`src/rtl/sorted_slot_table_assert.svh`:
```
// assertion macros shared by the sorted slot table rtl
// expects clk and arst_n in the scope of each use; no other dependencies
`ifndef SORTED_SLOT_TABLE_ASSERT_SVH
`define SORTED_SLOT_TABLE_ASSERT_SVH
`ifndef NO_ASSERTIONS
// property must hold at every clock edge outside reset
`define SST_ASSERT(name, prop, msg) \
	name: assert property (@(posedge clk) disable iff (!arst_n) prop) else $error(msg);
// condition must never be seen outside reset
`define SST_NEVER(name, cond, msg) \
	name: assert property (@(posedge clk) disable iff (!arst_n) !(cond)) else $error(msg);
`else
`define SST_ASSERT(name, prop, msg)
`define SST_NEVER(name, cond, msg)
`endif
`endif

```
`src/rtl/sst_pkg.sv`:
```
// shared types and constants for the sorted slot table
// no dependencies
`timescale 1ns / 1ps
`default_nettype none

package sst_pkg;

	// request codes
	typedef enum logic [1:0] {
		REQ_INSERT = 2'd0,
		REQ_DELETE = 2'd1,
		REQ_LIST   = 2'd2,
		REQ_CLEAR  = 2'd3
	} req_t;

	// result status codes
	typedef enum logic [3:0] {
		ST_ADDED     = 4'd0,
		ST_BAD_DATE  = 4'd1,
		ST_DUPLICATE = 4'd2,
		ST_DELETED   = 4'd3,
		ST_NOT_FOUND = 4'd4,
		ST_EMPTY     = 4'd5,
		ST_FULL      = 4'd6,
		ST_LIST      = 4'd7,
		ST_CLEARED   = 4'd8
	} status_t;

	// sequencer states
	typedef enum logic [2:0] {
		S_IDLE,
		S_SEARCH,
		S_SHIFT_UP,
		S_SHIFT_DN,
		S_PUT,
		S_LIST
	} state_t;

	// key, month in the top bits so a plain compare gives date order
	typedef struct packed {
		logic [3:0] month;
		logic [4:0] day;
		logic [4:0] hour;
	} key_t;

	// one result from the sequencer to the output register
	typedef struct packed {
		logic    valid;
		status_t status;
		key_t    key;
		logic    last;
	} res_t;

	localparam logic [3:0] MONTH_MAX = 4'd12;
	localparam logic [4:0] DAY_MAX   = 5'd31;
	localparam logic [4:0] HOUR_MAX  = 5'd24;

endpackage

`default_nettype wire

```
`src/rtl/sorted_slot_table.sv`:
```
// sorted_slot_table top level: key memory, sequencer and result register
// depends on sst_pkg, sst_mem and sst_seq
//
//   channel   signals                              handshake
//   request   start, req_type, month, day, hour    taken when start && !busy
//   result    done, status, out_month, out_day,    valid for the one cycle done
//             out_hour, last                       is high, no back pressure
//
// clear, bad date and any request on an empty table: finished straight from idle
// insert: search, then rejected or appended, or keys move up and the new key is put
// delete: search, then keys above the match move down; list: every stored key in order
// results appear in the cycle after the sequencer produces them
// arst_n empties the table; stored keys keep no reset value and are never read stale
`timescale 1ns / 1ps
`default_nettype none

module sorted_slot_table #(
	parameter int SLOTS = 32
) (
	input  wire logic       clk,
	input  wire logic       arst_n,
	input  wire logic       start,
	output logic            busy,
	input  wire logic [1:0] req_type,
	input  wire logic [3:0] month,
	input  wire logic [4:0] day,
	input  wire logic [4:0] hour,
	output logic            done,
	output logic [3:0]      status,
	output logic [3:0]      out_month,
	output logic [4:0]      out_day,
	output logic [4:0]      out_hour,
	output logic            last
);

	localparam int AW = (SLOTS > 1) ? $clog2(SLOTS) : 1;
	localparam int CW = $clog2(SLOTS + 1);

	sst_pkg::key_t   key_in;
	sst_pkg::key_t   mem_wdata;
	sst_pkg::key_t   mem_rdata;
	sst_pkg::res_t   res;
	logic            mem_we;
	logic [AW-1:0]   mem_waddr;
	logic [AW-1:0]   mem_raddr;

	logic            done_q;
	sst_pkg::res_t   res_q;

	assign key_in.month = month;
	assign key_in.day   = day;
	assign key_in.hour  = hour;

	sst_mem #(
		.SLOTS (SLOTS),
		.AW    (AW)
	) u_mem (
		.clk   (clk),
		.we    (mem_we),
		.waddr (mem_waddr),
		.wdata (mem_wdata),
		.raddr (mem_raddr),
		.rdata (mem_rdata)
	);

	sst_seq #(
		.SLOTS (SLOTS),
		.AW    (AW),
		.CW    (CW)
	) u_seq (
		.clk       (clk),
		.arst_n    (arst_n),
		.start     (start),
		.req       (sst_pkg::req_t'(req_type)),
		.key_in    (key_in),
		.busy      (busy),
		.mem_we    (mem_we),
		.mem_waddr (mem_waddr),
		.mem_wdata (mem_wdata),
		.mem_raddr (mem_raddr),
		.mem_rdata (mem_rdata),
		.res       (res)
	);

	// result strobe
	always_ff @(posedge clk or negedge arst_n) begin
		if (!arst_n) begin
			done_q <= 1'b0;
		end else begin
			done_q <= res.valid;
		end
	end

	// result payload
	always_ff @(posedge clk) begin
		if (res.valid) begin
			res_q <= res;
		end
	end

	assign done      = done_q;
	assign status    = res_q.status;
	assign out_month = res_q.key.month;
	assign out_day   = res_q.key.day;
	assign out_hour  = res_q.key.hour;
	assign last      = res_q.last;

endmodule

`default_nettype wire

```
`src/rtl/sst_mem.sv`:
```
// key storage: one write port, one read port with registered read data
// depends on sst_pkg for the key type
`timescale 1ns / 1ps
`default_nettype none

module sst_mem #(
	parameter int SLOTS = 32,
	parameter int AW    = 5
) (
	input  wire logic          clk,
	input  wire logic          we,
	input  wire logic [AW-1:0] waddr,
	input  wire sst_pkg::key_t wdata,
	input  wire logic [AW-1:0] raddr,
	output sst_pkg::key_t      rdata
);

	sst_pkg::key_t mem_q [SLOTS];
	sst_pkg::key_t rdata_q;

	// write port and registered read port
	always_ff @(posedge clk) begin
		if (we) begin
			mem_q[waddr] <= wdata;
		end
		rdata_q <= mem_q[raddr];
	end

	assign rdata = rdata_q;

endmodule

`default_nettype wire

```
`src/rtl/sst_seq.sv`:
```
// sequencer: walks the key memory through one shared key comparator
// depends on sst_pkg and sorted_slot_table_assert.svh
`timescale 1ns / 1ps
`default_nettype none
`include "sorted_slot_table_assert.svh"

module sst_seq #(
	parameter int SLOTS = 32,
	parameter int AW    = 5,
	parameter int CW    = 6
) (
	input  wire logic          clk,
	input  wire logic          arst_n,
	input  wire logic          start,
	input  wire sst_pkg::req_t req,
	input  wire sst_pkg::key_t key_in,
	output logic               busy,
	output logic               mem_we,
	output logic [AW-1:0]      mem_waddr,
	output sst_pkg::key_t      mem_wdata,
	output logic [AW-1:0]      mem_raddr,
	input  wire sst_pkg::key_t mem_rdata,
	output sst_pkg::res_t      res
);

	sst_pkg::state_t state_q, state_d;
	sst_pkg::req_t   req_q, req_d;
	sst_pkg::key_t   key_q, key_d;
	logic [CW-1:0]   count_q, count_d;
	logic [AW-1:0]   idx_q, idx_d;
	logic [CW-1:0]   pos_q, pos_d;

	logic [CW-1:0]   count_m1;
	logic [AW-1:0]   last_idx;
	logic [AW-1:0]   idx_inc;
	logic [AW-1:0]   idx_dec;
	logic            full;
	logic            at_last;
	logic            key_lt;
	logic            key_eq;
	logic            key_ok;

	// shared comparator and index helpers
	assign count_m1 = count_q - CW'(1);
	assign last_idx = count_m1[AW-1:0];
	assign idx_inc  = idx_q + AW'(1);
	assign idx_dec  = idx_q - AW'(1);
	assign full     = (count_q == CW'(SLOTS));
	assign at_last  = (idx_q == last_idx);
	assign key_lt   = (mem_rdata < key_q);
	assign key_eq   = (mem_rdata == key_q);

	// date range check on the incoming key
	always_comb begin
		key_ok = (key_in.month inside {[4'd1:sst_pkg::MONTH_MAX]})
			&& (key_in.day inside {[5'd1:sst_pkg::DAY_MAX]})
			&& (key_in.hour inside {[5'd1:sst_pkg::HOUR_MAX]});
	end

	// state and control registers
	always_ff @(posedge clk or negedge arst_n) begin
		if (!arst_n) begin
			state_q <= sst_pkg::S_IDLE;
			count_q <= '0;
		end else begin
			state_q <= state_d;
			count_q <= count_d;
		end
	end

	// working registers of the current request
	always_ff @(posedge clk) begin
		req_q <= req_d;
		key_q <= key_d;
		idx_q <= idx_d;
		pos_q <= pos_d;
	end

	// next state, memory control and results
	always_comb begin
		state_d    = state_q;
		req_d      = req_q;
		key_d      = key_q;
		count_d    = count_q;
		idx_d      = idx_q;
		pos_d      = pos_q;
		mem_we     = 1'b0;
		mem_waddr  = '0;
		mem_wdata  = key_q;
		mem_raddr  = idx_inc;
		res.valid  = 1'b0;
		res.status = sst_pkg::ST_ADDED;
		res.key    = key_q;
		res.last   = 1'b1;
		case (state_q)
			sst_pkg::S_IDLE: begin
				mem_raddr = '0;
				if (start) begin
					req_d = req;
					key_d = key_in;
					idx_d = '0;
					res.key = key_in;
					case (req)
						sst_pkg::REQ_INSERT: begin
							if (!key_ok) begin
								res.valid  = 1'b1;
								res.status = sst_pkg::ST_BAD_DATE;
							end else if (count_q == '0) begin
								mem_we     = 1'b1;
								mem_wdata  = key_in;
								count_d    = CW'(1);
								res.valid  = 1'b1;
								res.status = sst_pkg::ST_ADDED;
							end else begin
								state_d = sst_pkg::S_SEARCH;
							end
						end
						sst_pkg::REQ_DELETE: begin
							if (count_q == '0) begin
								res.valid  = 1'b1;
								res.status = sst_pkg::ST_EMPTY;
							end else begin
								state_d = sst_pkg::S_SEARCH;
							end
						end
						sst_pkg::REQ_LIST: begin
							if (count_q == '0) begin
								res.valid  = 1'b1;
								res.status = sst_pkg::ST_EMPTY;
								res.key    = '0;
							end else begin
								state_d = sst_pkg::S_LIST;
							end
						end
						sst_pkg::REQ_CLEAR: begin
							count_d    = '0;
							res.valid  = 1'b1;
							res.status = sst_pkg::ST_CLEARED;
							res.key    = '0;
						end
						default: begin
						end
					endcase
				end
			end
			// one stored key compared per cycle, next key prefetched
			sst_pkg::S_SEARCH: begin
				idx_d = idx_inc;
				if (req_q == sst_pkg::REQ_INSERT) begin
					if (key_eq) begin
						res.valid  = 1'b1;
						res.status = sst_pkg::ST_DUPLICATE;
						state_d    = sst_pkg::S_IDLE;
					end else if (!key_lt || at_last) begin
						if (full) begin
							res.valid  = 1'b1;
							res.status = sst_pkg::ST_FULL;
							state_d    = sst_pkg::S_IDLE;
						end else if (key_lt) begin
							// new key goes after every stored key
							mem_we     = 1'b1;
							mem_waddr  = count_q[AW-1:0];
							count_d    = count_q + CW'(1);
							res.valid  = 1'b1;
							res.status = sst_pkg::ST_ADDED;
							state_d    = sst_pkg::S_IDLE;
						end else begin
							pos_d     = CW'(idx_q);
							mem_raddr = last_idx;
							idx_d     = last_idx;
							state_d   = sst_pkg::S_SHIFT_UP;
						end
					end
				end else begin
					if (key_eq) begin
						if (at_last) begin
							count_d    = count_m1;
							res.valid  = 1'b1;
							res.status = sst_pkg::ST_DELETED;
							state_d    = sst_pkg::S_IDLE;
						end else begin
							state_d = sst_pkg::S_SHIFT_DN;
						end
					end else if (!key_lt || at_last) begin
						res.valid  = 1'b1;
						res.status = sst_pkg::ST_NOT_FOUND;
						state_d    = sst_pkg::S_IDLE;
					end
				end
			end
			// move keys up one slot, top first
			sst_pkg::S_SHIFT_UP: begin
				mem_we    = 1'b1;
				mem_waddr = idx_inc;
				mem_wdata = mem_rdata;
				if (idx_q == pos_q[AW-1:0]) begin
					state_d = sst_pkg::S_PUT;
				end else begin
					mem_raddr = idx_dec;
					idx_d     = idx_dec;
				end
			end
			// move keys down one slot over the deleted one
			sst_pkg::S_SHIFT_DN: begin
				mem_we    = 1'b1;
				mem_waddr = idx_dec;
				mem_wdata = mem_rdata;
				idx_d     = idx_inc;
				if (at_last) begin
					count_d    = count_m1;
					res.valid  = 1'b1;
					res.status = sst_pkg::ST_DELETED;
					state_d    = sst_pkg::S_IDLE;
				end
			end
			// write the new key into the opened slot
			sst_pkg::S_PUT: begin
				mem_we     = 1'b1;
				mem_waddr  = pos_q[AW-1:0];
				count_d    = count_q + CW'(1);
				res.valid  = 1'b1;
				res.status = sst_pkg::ST_ADDED;
				state_d    = sst_pkg::S_IDLE;
			end
			// one stored key out per cycle
			sst_pkg::S_LIST: begin
				idx_d      = idx_inc;
				res.valid  = 1'b1;
				res.status = sst_pkg::ST_LIST;
				res.key    = mem_rdata;
				res.last   = at_last;
				if (at_last) begin
					state_d = sst_pkg::S_IDLE;
				end
			end
			default: begin
				state_d = sst_pkg::S_IDLE;
			end
		endcase
	end

	assign busy = (state_q != sst_pkg::S_IDLE);

	// checks
	`SST_NEVER(a_count_range, count_q > CW'(SLOTS), "entry count above capacity")
	`SST_ASSERT(a_last_ends, res.valid && res.last |=> state_q == sst_pkg::S_IDLE, "busy after last result")
	`SST_ASSERT(a_clear_empties, start && !busy && req == sst_pkg::REQ_CLEAR |=> count_q == '0, "clear left entries")
	`SST_NEVER(a_list_no_write, mem_we && state_q == sst_pkg::S_LIST, "memory written during list")

endmodule

`default_nettype wire

```
`config.mk`:
```
export PLATFORM = sky130hd
export DESIGN_NAME = sorted_slot_table
export DESIGN_NICKNAME = d
export VERILOG_FILES = /design/src/rtl/sst_pkg.sv /design/src/rtl/sorted_slot_table.sv /design/src/rtl/sst_mem.sv /design/src/rtl/sst_seq.sv
export VERILOG_INCLUDE_DIRS = /design/src /design/src/rtl
export SDC_FILE = /design/constraint.sdc
export NUM_CORES = 1
export LEC_CHECK = 0
export ABC_CLOCK_PERIOD_IN_PS = 4520
export BUFFER_PORTS_ARGS = -buffer_cell sky130_fd_sc_hd__buf_2
export CAP_MARGIN = 30
export CORE_MARGIN = 1
export CORE_UTILIZATION = 57
export CTS_CLUSTER_SIZE = 10
export DETAILED_ROUTE_END_ITERATION = 7
export PLACE_DENSITY_LB_ADDON = 0.1
export SLEW_MARGIN = 5
export SYNTH_ARGS = -nofsm -noshare
export SYNTH_HDL_FRONTEND = slang
export SYNTH_SLANG_ARGS = --single-unit
```
`constraint.sdc`:
```
create_clock -name clk -period 4.52 [get_ports clk]
set_input_delay 0.678 -clock clk [delete_from_list [all_inputs] [get_ports clk]]
set_output_delay 0.678 -clock clk [all_outputs]
set_load 0.02 [all_outputs]
```
==> metrics.md, run 1 <==
| Metric | Value |
|---|---|
| Grt total ovfl | 0 |
| Residual DRC | 0 |
| Synthesized area per cell | 15.1 sq um |
| Synthesized area | 0.0227 sq mm |
| Core area | 0.0390 sq mm |
| Wire length per cell | 25.7 um |
| First DRT Iteration DRCs | 1307 |
| Post-synth top cells | edfxtp_1, mux2i_1, nand2_1 |
| Power Total | 21400 uW |
| Initial antenna violation count | 5 |
| Mapped Nets | 1542 |
| Die area | 0.0406 sq mm |
| Max-Cap Viols | 0 |
| Hold-fix buffers at CTS | 1 |
| Rows | 72 |
| Maximum clock frequency | 235 MHz |
| Share of cells above drive strength 1 | 0.194 |
| Vias per std cell | 6.17 |
| Setup_tns | 0 ns |
| CP max FO | 13 |
| PwrDens | 823 mW/mm^2 |
| Synth-to-layout area growth | 14.5% |
| DR pass1 iterations | 6 |
| Sequential share of the synthesized area | 0.675 |
| Critical path cell sequence | inv_1, ha_1, nand4_1, or4_1, and3_1, o31ai_1, and2_1, nand2_1, o22ai_1, nor4b_2 |
| First-pass GRT wire length | 84600 um |
| Startpoint Class | flip-flop |
| Post_cts resized | 0 |
| Die X | 202 um |
| TritonCTS Buffers | 58 |
| Final HPWL DP | 36900 um |
| Worst Hold Class | in -> reg |
| Top cell type's share of synthesized area | 0.652 |
| LEAKAGE | 0.00965 uW |
| Synth Instances | 1500 |
| Synth top area cells | edfxtp_1, mux2i_1, mux2_2, o22ai_1, nand2_1 |
| Total number of vias | 13600 |
| Clk_skew | 0.0353 ns |
| Slowest cell on crit path | or4_1 |
| CP Capture Type | flip-flop |
| Rel. slew slack | 0.395 |
| Clk buf depth | 3 |
| GR Util All Layers | 0.283 |
| CP Data Required Time | 4.99 ns |
| Final Hold Vio Count | 0 |
| Worst IR Drop VDD | 0.000717 V |
| Final setup vio count | 0 |
| Post-CTS Setup Inserts | 0 |
| Max incr delay on CP | 0.78 ns |
| RSZ-0062 raised after global routing | no |
| Least-Margin Pin Slew | 0.899 ns |
| Area leader, netlist | edfxtp_1 |
| ANT nets after route | 0 |
| Detailed Route WL | 56700 um |
| #FFs+latches synth | 517 |
| Starting Density | 0.582 |
| # port buffers | 39 |
| CTS tree | yes |
| Fin nets | 1682 |
| Largest net degree at the start of global routing | 62 |
| Outcome | complete, no violations |
| Number of I/O pins | 40 |
| Placer Congestion | 0.958 |
| Die H | 202 um |
| WS Path Type | reg -> reg |
| Count of different cell masters after synthesis | 79 |
| Worst-skew pair later-pin latency | 0.62 ns |
| Final worst-path cycle share | 0.940 |
| Number of synthesized flops with an enable pin | 493 |
| Clock transition at path regs | 0.06 ns |
| Crit path arrival time | 4.72 ns |
| Most frequent cell after synthesis | edfxtp_1 |
| Final core utilization | 0.667 |
| Slew Viols, Final | 0 |
| Clk sinks | 517 |
| Yosys Warn Count | 0 |
| Vias in the first global route | 13400 |
| Synth Flop Type | edfxtp_1 |
| Dpl cell area | 0.0243 sq mm |
| Fraction of synthesis flops using an asynchronous set or reset pin | 0.0193 |
| Final min period | 4.25 ns |
| Root buffer cell | clkbuf_16 |
| H-tree levels | 2 |
| Post-route cell area | 0.0260 sq mm |
| Filler Cell Count | 2708 |
## logic make-up (layout without fill, tap and decap cells)
group / Yosys count / in the layout / share of synthesized area
AOI/OAI and AO/OA: 249 / 249 / 0.0726
other: 0 / 1 / 0
buffers and inverters: 106 / 293 / 0.0273
DFF: 517 / 517 / 0.675
adders and majority gates: 23 / 23 / 0.0127
and+or+nand+nor: 277 / 277 / 0.0634
xor gates and xnor gates: 21 / 21 / 0.00970
muxes: 307 / 307 / 0.139
## layer usage
layer  vias up  share of wire  track usage
met5         -        0.00062            0
met4         6          0.029       0.0890
met3       101          0.082       0.0596
met2       582           0.47        0.451
met1      6777           0.42        0.392
li1       6134              -            -
## report_power, final
part	internal, uW	switching, uW
combinational	3710	6390
sequential	6800	268
clock	2440	1790
## cells in the final DEF (no fill, tap or decap), types with 4 or more instances in the layout
cell	synthesis	layout
nor4b_2	14	14
and2_1	5	5
inv_1	24	24
mux2i_1	253	253
mux2_4	4	4
clkbuf_16	0	59
nor3_1	25	25
nor2_1	82	81
a21oi_1	35	35
mux2_1	5	5
a31oi_1	4	4
nand3_1	19	19
xor2_1	6	6
buf_4	21	96
clkbuf_1	27	45
a22o_1	6	6
buf_2	18	39
ha_1	23	23
mux2_2	45	45
nand4_1	4	4
nor2b_1	4	4
or3_1	5	5
nor3_2	5	5
a21o_1	4	4
o22ai_1	72	72
edfxtp_1	493	493
nand2_1	91	91
o21ai_2	0	14
dfxtp_1	14	14
a22oi_1	16	16
buf_12	1	21
o21ai_0	59	45
a221o_1	13	13
dfrtp_1	10	10
xnor2_1	11	11
## critical path: cells and delay by family, from the launching register on
| family | cells | cell delay [ns] |
|---|---|---|
| and+or+nand+nor | 6 | 2.12 |
| DFF | 1 | 0.35 |
| AOI/OAI and AO/OA | 2 | 1.24 |
| adders and majority gates | 1 | 0.32 |
| buffers and inverters | 1 | 0.07 |
## cell type report
type / instances / area, sq um / area share
antenna: 1 / 2.50 / 0.0000962
tap: 518 / 648 / 0.0249
multi-input combinational: 877 / 6840 / 0.263
clock buffer: 104 / 1650 / 0.0633
inverter: 25 / 93.8 / 0.00361
sequential: 517 / 15300 / 0.590
clock inverter: 3 / 33.8 / 0.00130
timing repair buffer: 161 / 1410 / 0.0543
## worst paths after layout
path / cells after the start / slack (ns) / from / endpoint
min reg2reg: 1 / 0.62 / u_mem.rdata[3] / out_hour[3]
max: 10 / 0.27 / u_seq.key_q[9] / u_mem.rdata[11]
min in group asynchronous: 2 / 0.46 / arst_n / u_seq.count_q[5]
max reg2reg: 10 / 0.27 / u_seq.key_q[9] / u_mem.rdata[11]
min: 1 / 0.29 / req_type[1] / u_seq.req_q[1]
max in group asynchronous: 2 / 3.84 / arst_n / done
## registers in the layout, indices dropped and copies added (netlist names)
signal / count
out_day: 5
status: 4
u_mem.rdata: 14
out_month: 4
u_seq.state_q: 3
u_mem.mem_q: 448
u_seq.key_q: 14
u_seq.idx_q: 5
out_hour: 5
u_seq.req_q: 2
last: 1
done: 1
u_seq.pos_q: 5
u_seq.count_q: 6
## metrics by stage
step | worst slack (ns) | hold slack [ns] | instances
finish | 0.270 | 0.293 | 2206
global route | 0.182 | 0.289 | 2205
CTS | 0.352 | 0.269 | 2204
detailed placement | 0.385 | 0.563 | 2096
global placement | 0.386 | 0.563 | 2092
floorplan | 0.135 | 0.382 | 1500
Note: power is estimated with default switching activity, not from simulation.
==> run 2: changes to the inputs <==
==> constraint.sdc (replaced) <==
create_clock -name clk -period 4.52 [get_ports clk]
set_input_delay 0.226 -clock clk [delete_from_list [all_inputs] [get_ports clk]]
set_output_delay 0.226 -clock clk [all_outputs]
set_load 0.02 [all_outputs]
==> run 2 against run 1 <==
Compared with the run above: global-route usage is 0.14 points higher; sequential power hardly changed; via count is 0.64% higher; flip-flop and latch count stayed put; fmax is 0.65% higher; register-to-register slack better by 0.03 ns; clock power hardly changed; non-clock buffer count is 18 higher; design area is 0.69% higher; first-iteration DRC count is 3.1% higher; critical endpoint is now u_mem.rdata[8]; highest routed layer unchanged.
==> metrics.md, run 2 (synthesis results as in run 1) <==
| Metric | Value |
|---|---|
| Outcome | complete, no violations |
| Fin nets | 1700 (+1.1%) |
| Min Hold Slack | 0.382 ns (+0.0895 ns) |
| CP Data Required Time | 4.98 ns (about the same) |
| Clk_skew | 0.0330 ns (-0.00232 ns) |
| Final setup vio count | 0 (unchanged) |
| Clock transition at path regs | 0.06 ns (about the same) |
| Largest net degree at the start of global routing | 62 (unchanged) |
| Synth-to-layout area growth | 15.3% |
| Wire length per cell | 25.7 um (-0.14%) |
| Clk pwr share | 0.197 (about the same) |
| H-tree levels | 2 (unchanged) |
| Slowest cell on crit path | nor4b_2 |
| Crit path arrival time | 4.69 ns (-0.03 ns) |
| Final min period | 4.22 ns (-0.0275 ns) |
| Internal Power | 13000 uW (about the same) |
| First-pass GRT wire length | 85000 um (+0.51%) |
| Final HPWL DP | 36900 um (unchanged) |
| Comb pwr share | 0.473 (about the same) |
| PwrDens | 818 mW/mm^2 (-0.57%) |
| Die H | 202 um (unchanged) |
| Least-Margin Pin Slew | 0.882 ns (-0.0179 ns) |
| Psw | 8470 uW (+0.17%) |
| Total number of vias | 13700 (+0.64%) |
| Worst-skew pair later-pin latency | 0.62 ns (about the same) |
| Rows | 72 (unchanged) |
| Vias per std cell | 6.15 (-0.17%) |
| Rel. slew slack | 0.407 (+0.0120) |
| Residual DRC | 0 (unchanged) |
| Die X | 202 um (unchanged) |
| Startpoint Class | flip-flop |
| Clk buf depth | 3 (unchanged) |
| Final core utilization | 0.671 (+0.00462) |
| Final worst-path cycle share | 0.934 (-0.00609) |
| Die area | 0.0406 sq mm (unchanged) |
| ANT nets after route | 0 (unchanged) |
| Placer Congestion | 0.958 (unchanged) |
| Core area | 0.0390 sq mm (unchanged) |
| Dpl cell area | 0.0243 sq mm (unchanged) |
| DR pass1 iterations | 6 (unchanged) |
| Sw Ratio | 0.395 (about the same) |
| Critical path cell sequence | inv_1, ha_1, nand4_2, o21bai_1, a311o_1, a21oi_2, a31oi_4, nand2_8, buf_12, buf_4, mux2i_1, mux2i_1, o22ai_1, nor4b_2 |
| Post-route cell area | 0.0262 sq mm (+0.69%) |
| Initial antenna violation count | 5 (unchanged) |
| Setup_tns | 0 ns (unchanged) |
| Critical Path Source | u_seq.key_q[5] |
| Worst IR Drop VDD | 0.000720 V (+0.41%) |
| RSZ-0062 raised after global routing | no |
| Worst Path Buf+Inv | 3 (+2) |
| Hold Startpoint | req_type[1] |
| Vias in the first global route | 13500 (+0.81%) |
| Leading cell types in the layout, fill and taps excluded | edfxtp_1, mux2i_1, buf_4 |
| Root buffer cell | clkbuf_16 |
| Worst path most repeated cell | mux2i_1 |
| CTS tree | yes |
| Number of I/O pins | 40 (unchanged) |
| Post_cts resized | 0 (unchanged) |
| Max incr delay on CP | 0.48 ns (-0.30 ns) |
| Flop pwr share | 0.330 (about the same) |
| # port buffers | 39 (unchanged) |
| Slew Viols, Final | 0 (unchanged) |
| Maximum clock frequency | 237 MHz (+0.65%) |
| R2r startpoint | u_seq.key_q[5] |
| Grt total ovfl | 0 (unchanged) |
| Post-Place Cells | 2096 (unchanged) |
| CP max FO | 41 (+28) |
| CP Capture Type | flip-flop |
| Starting Density | 0.582 (unchanged) |
| Max FFs per register | 448 (unchanged) |
| Most common cell after layout, fill and taps aside | edfxtp_1 |
| GR Util All Layers | 0.285 (+0.00138) |
| Largest delay contributor family on the critical path | compound AO/OA/AOI/OAI gates |
| Most flops, register | u_mem.mem_q |
| Final Hold Vio Count | 0 (unchanged) |
| Worst Hold Class | in -> reg |
| WS Path Type | reg -> reg |
| LEAKAGE | 0.00972 uW (+0.78%) |
| Share of cells above drive strength 1 | 0.192 (-0.00205) |
| Detailed Route WL | 57100 um (+0.68%) |
| Final Non-Filler Cells | 2224 (+0.82%) |
| First DRT Iteration DRCs | 1348 (+3.1%) |
| TritonCTS Buffers | 58 (unchanged) |
| Clk sinks | 517 (unchanged) |
| Max-Cap Viols | 0 (unchanged) |
run 2: cell types whose count changed in the layout (fill, tap and decap cells not counted), sizes merged:
cell / previous run / this run
dlygate4sd3: 1 / 19
run 2: what timing repair did:
action | in CTS | in global routing
setup buffers | 0 | 0
endpoints found under the hold margin | 34 | 0
hold buffers | 19 | 0
run 2: layout make-up:
class                   instances  area (sq um)
clock buffers                 104          1650
repair buffers                179          1590
flip-flops and latches        517         15300
well taps                     518           648
inverters                      25          93.8
fillers                      2683         12800
diodes                          1          2.50
multi-input cells             877          6840
clock inverters                 3          33.8
run 2: metal layers:
metal / GRT usage / vias to the layer above / wire (um)
met2: 0.454 / 577 / 26800
met4: 0.0909 / 6 / 1680
met3: 0.0604 / 99 / 4620
met5: 0 / - / 35
li1: - / 6170 / -
met1: 0.392 / 6835 / 23900
run 2: metrics by stage:
step / worst slack (ns) / power, uW
floorplan: 0.135 / 13700
global placement: 0.386 / 16900
detailed placement: 0.385 / 17100
CTS: 0.352 / 21400
global route: 0.182 / 22300
finish: 0.298 / 21400
run 2: final timing paths:
path                                     to  slack, ns  cells past startpoint
max                          u_mem.rdata[8]       0.30                     14
min                          u_seq.req_q[1]       0.38                      2
max reg2reg                  u_mem.rdata[8]       0.30                     14
min reg2reg                     out_hour[3]       0.62                      1
max in group asynchronous              done       3.45                      3
min in group asynchronous  u_seq.count_q[1]       0.69                      3
run 2: power groups by stage:
stage / Combinational (uW) / Sequential [uW] / Clock [uW]
CTS: 10000 / 7070 / 4290
global placement: 9790 / 7150 / 0
finish: 10100 / 7070 / 4230
floorplan: 6470 / 7230 / 0
detailed placement: 9960 / 7160 / 0
global route: 10700 / 7100 / 4480
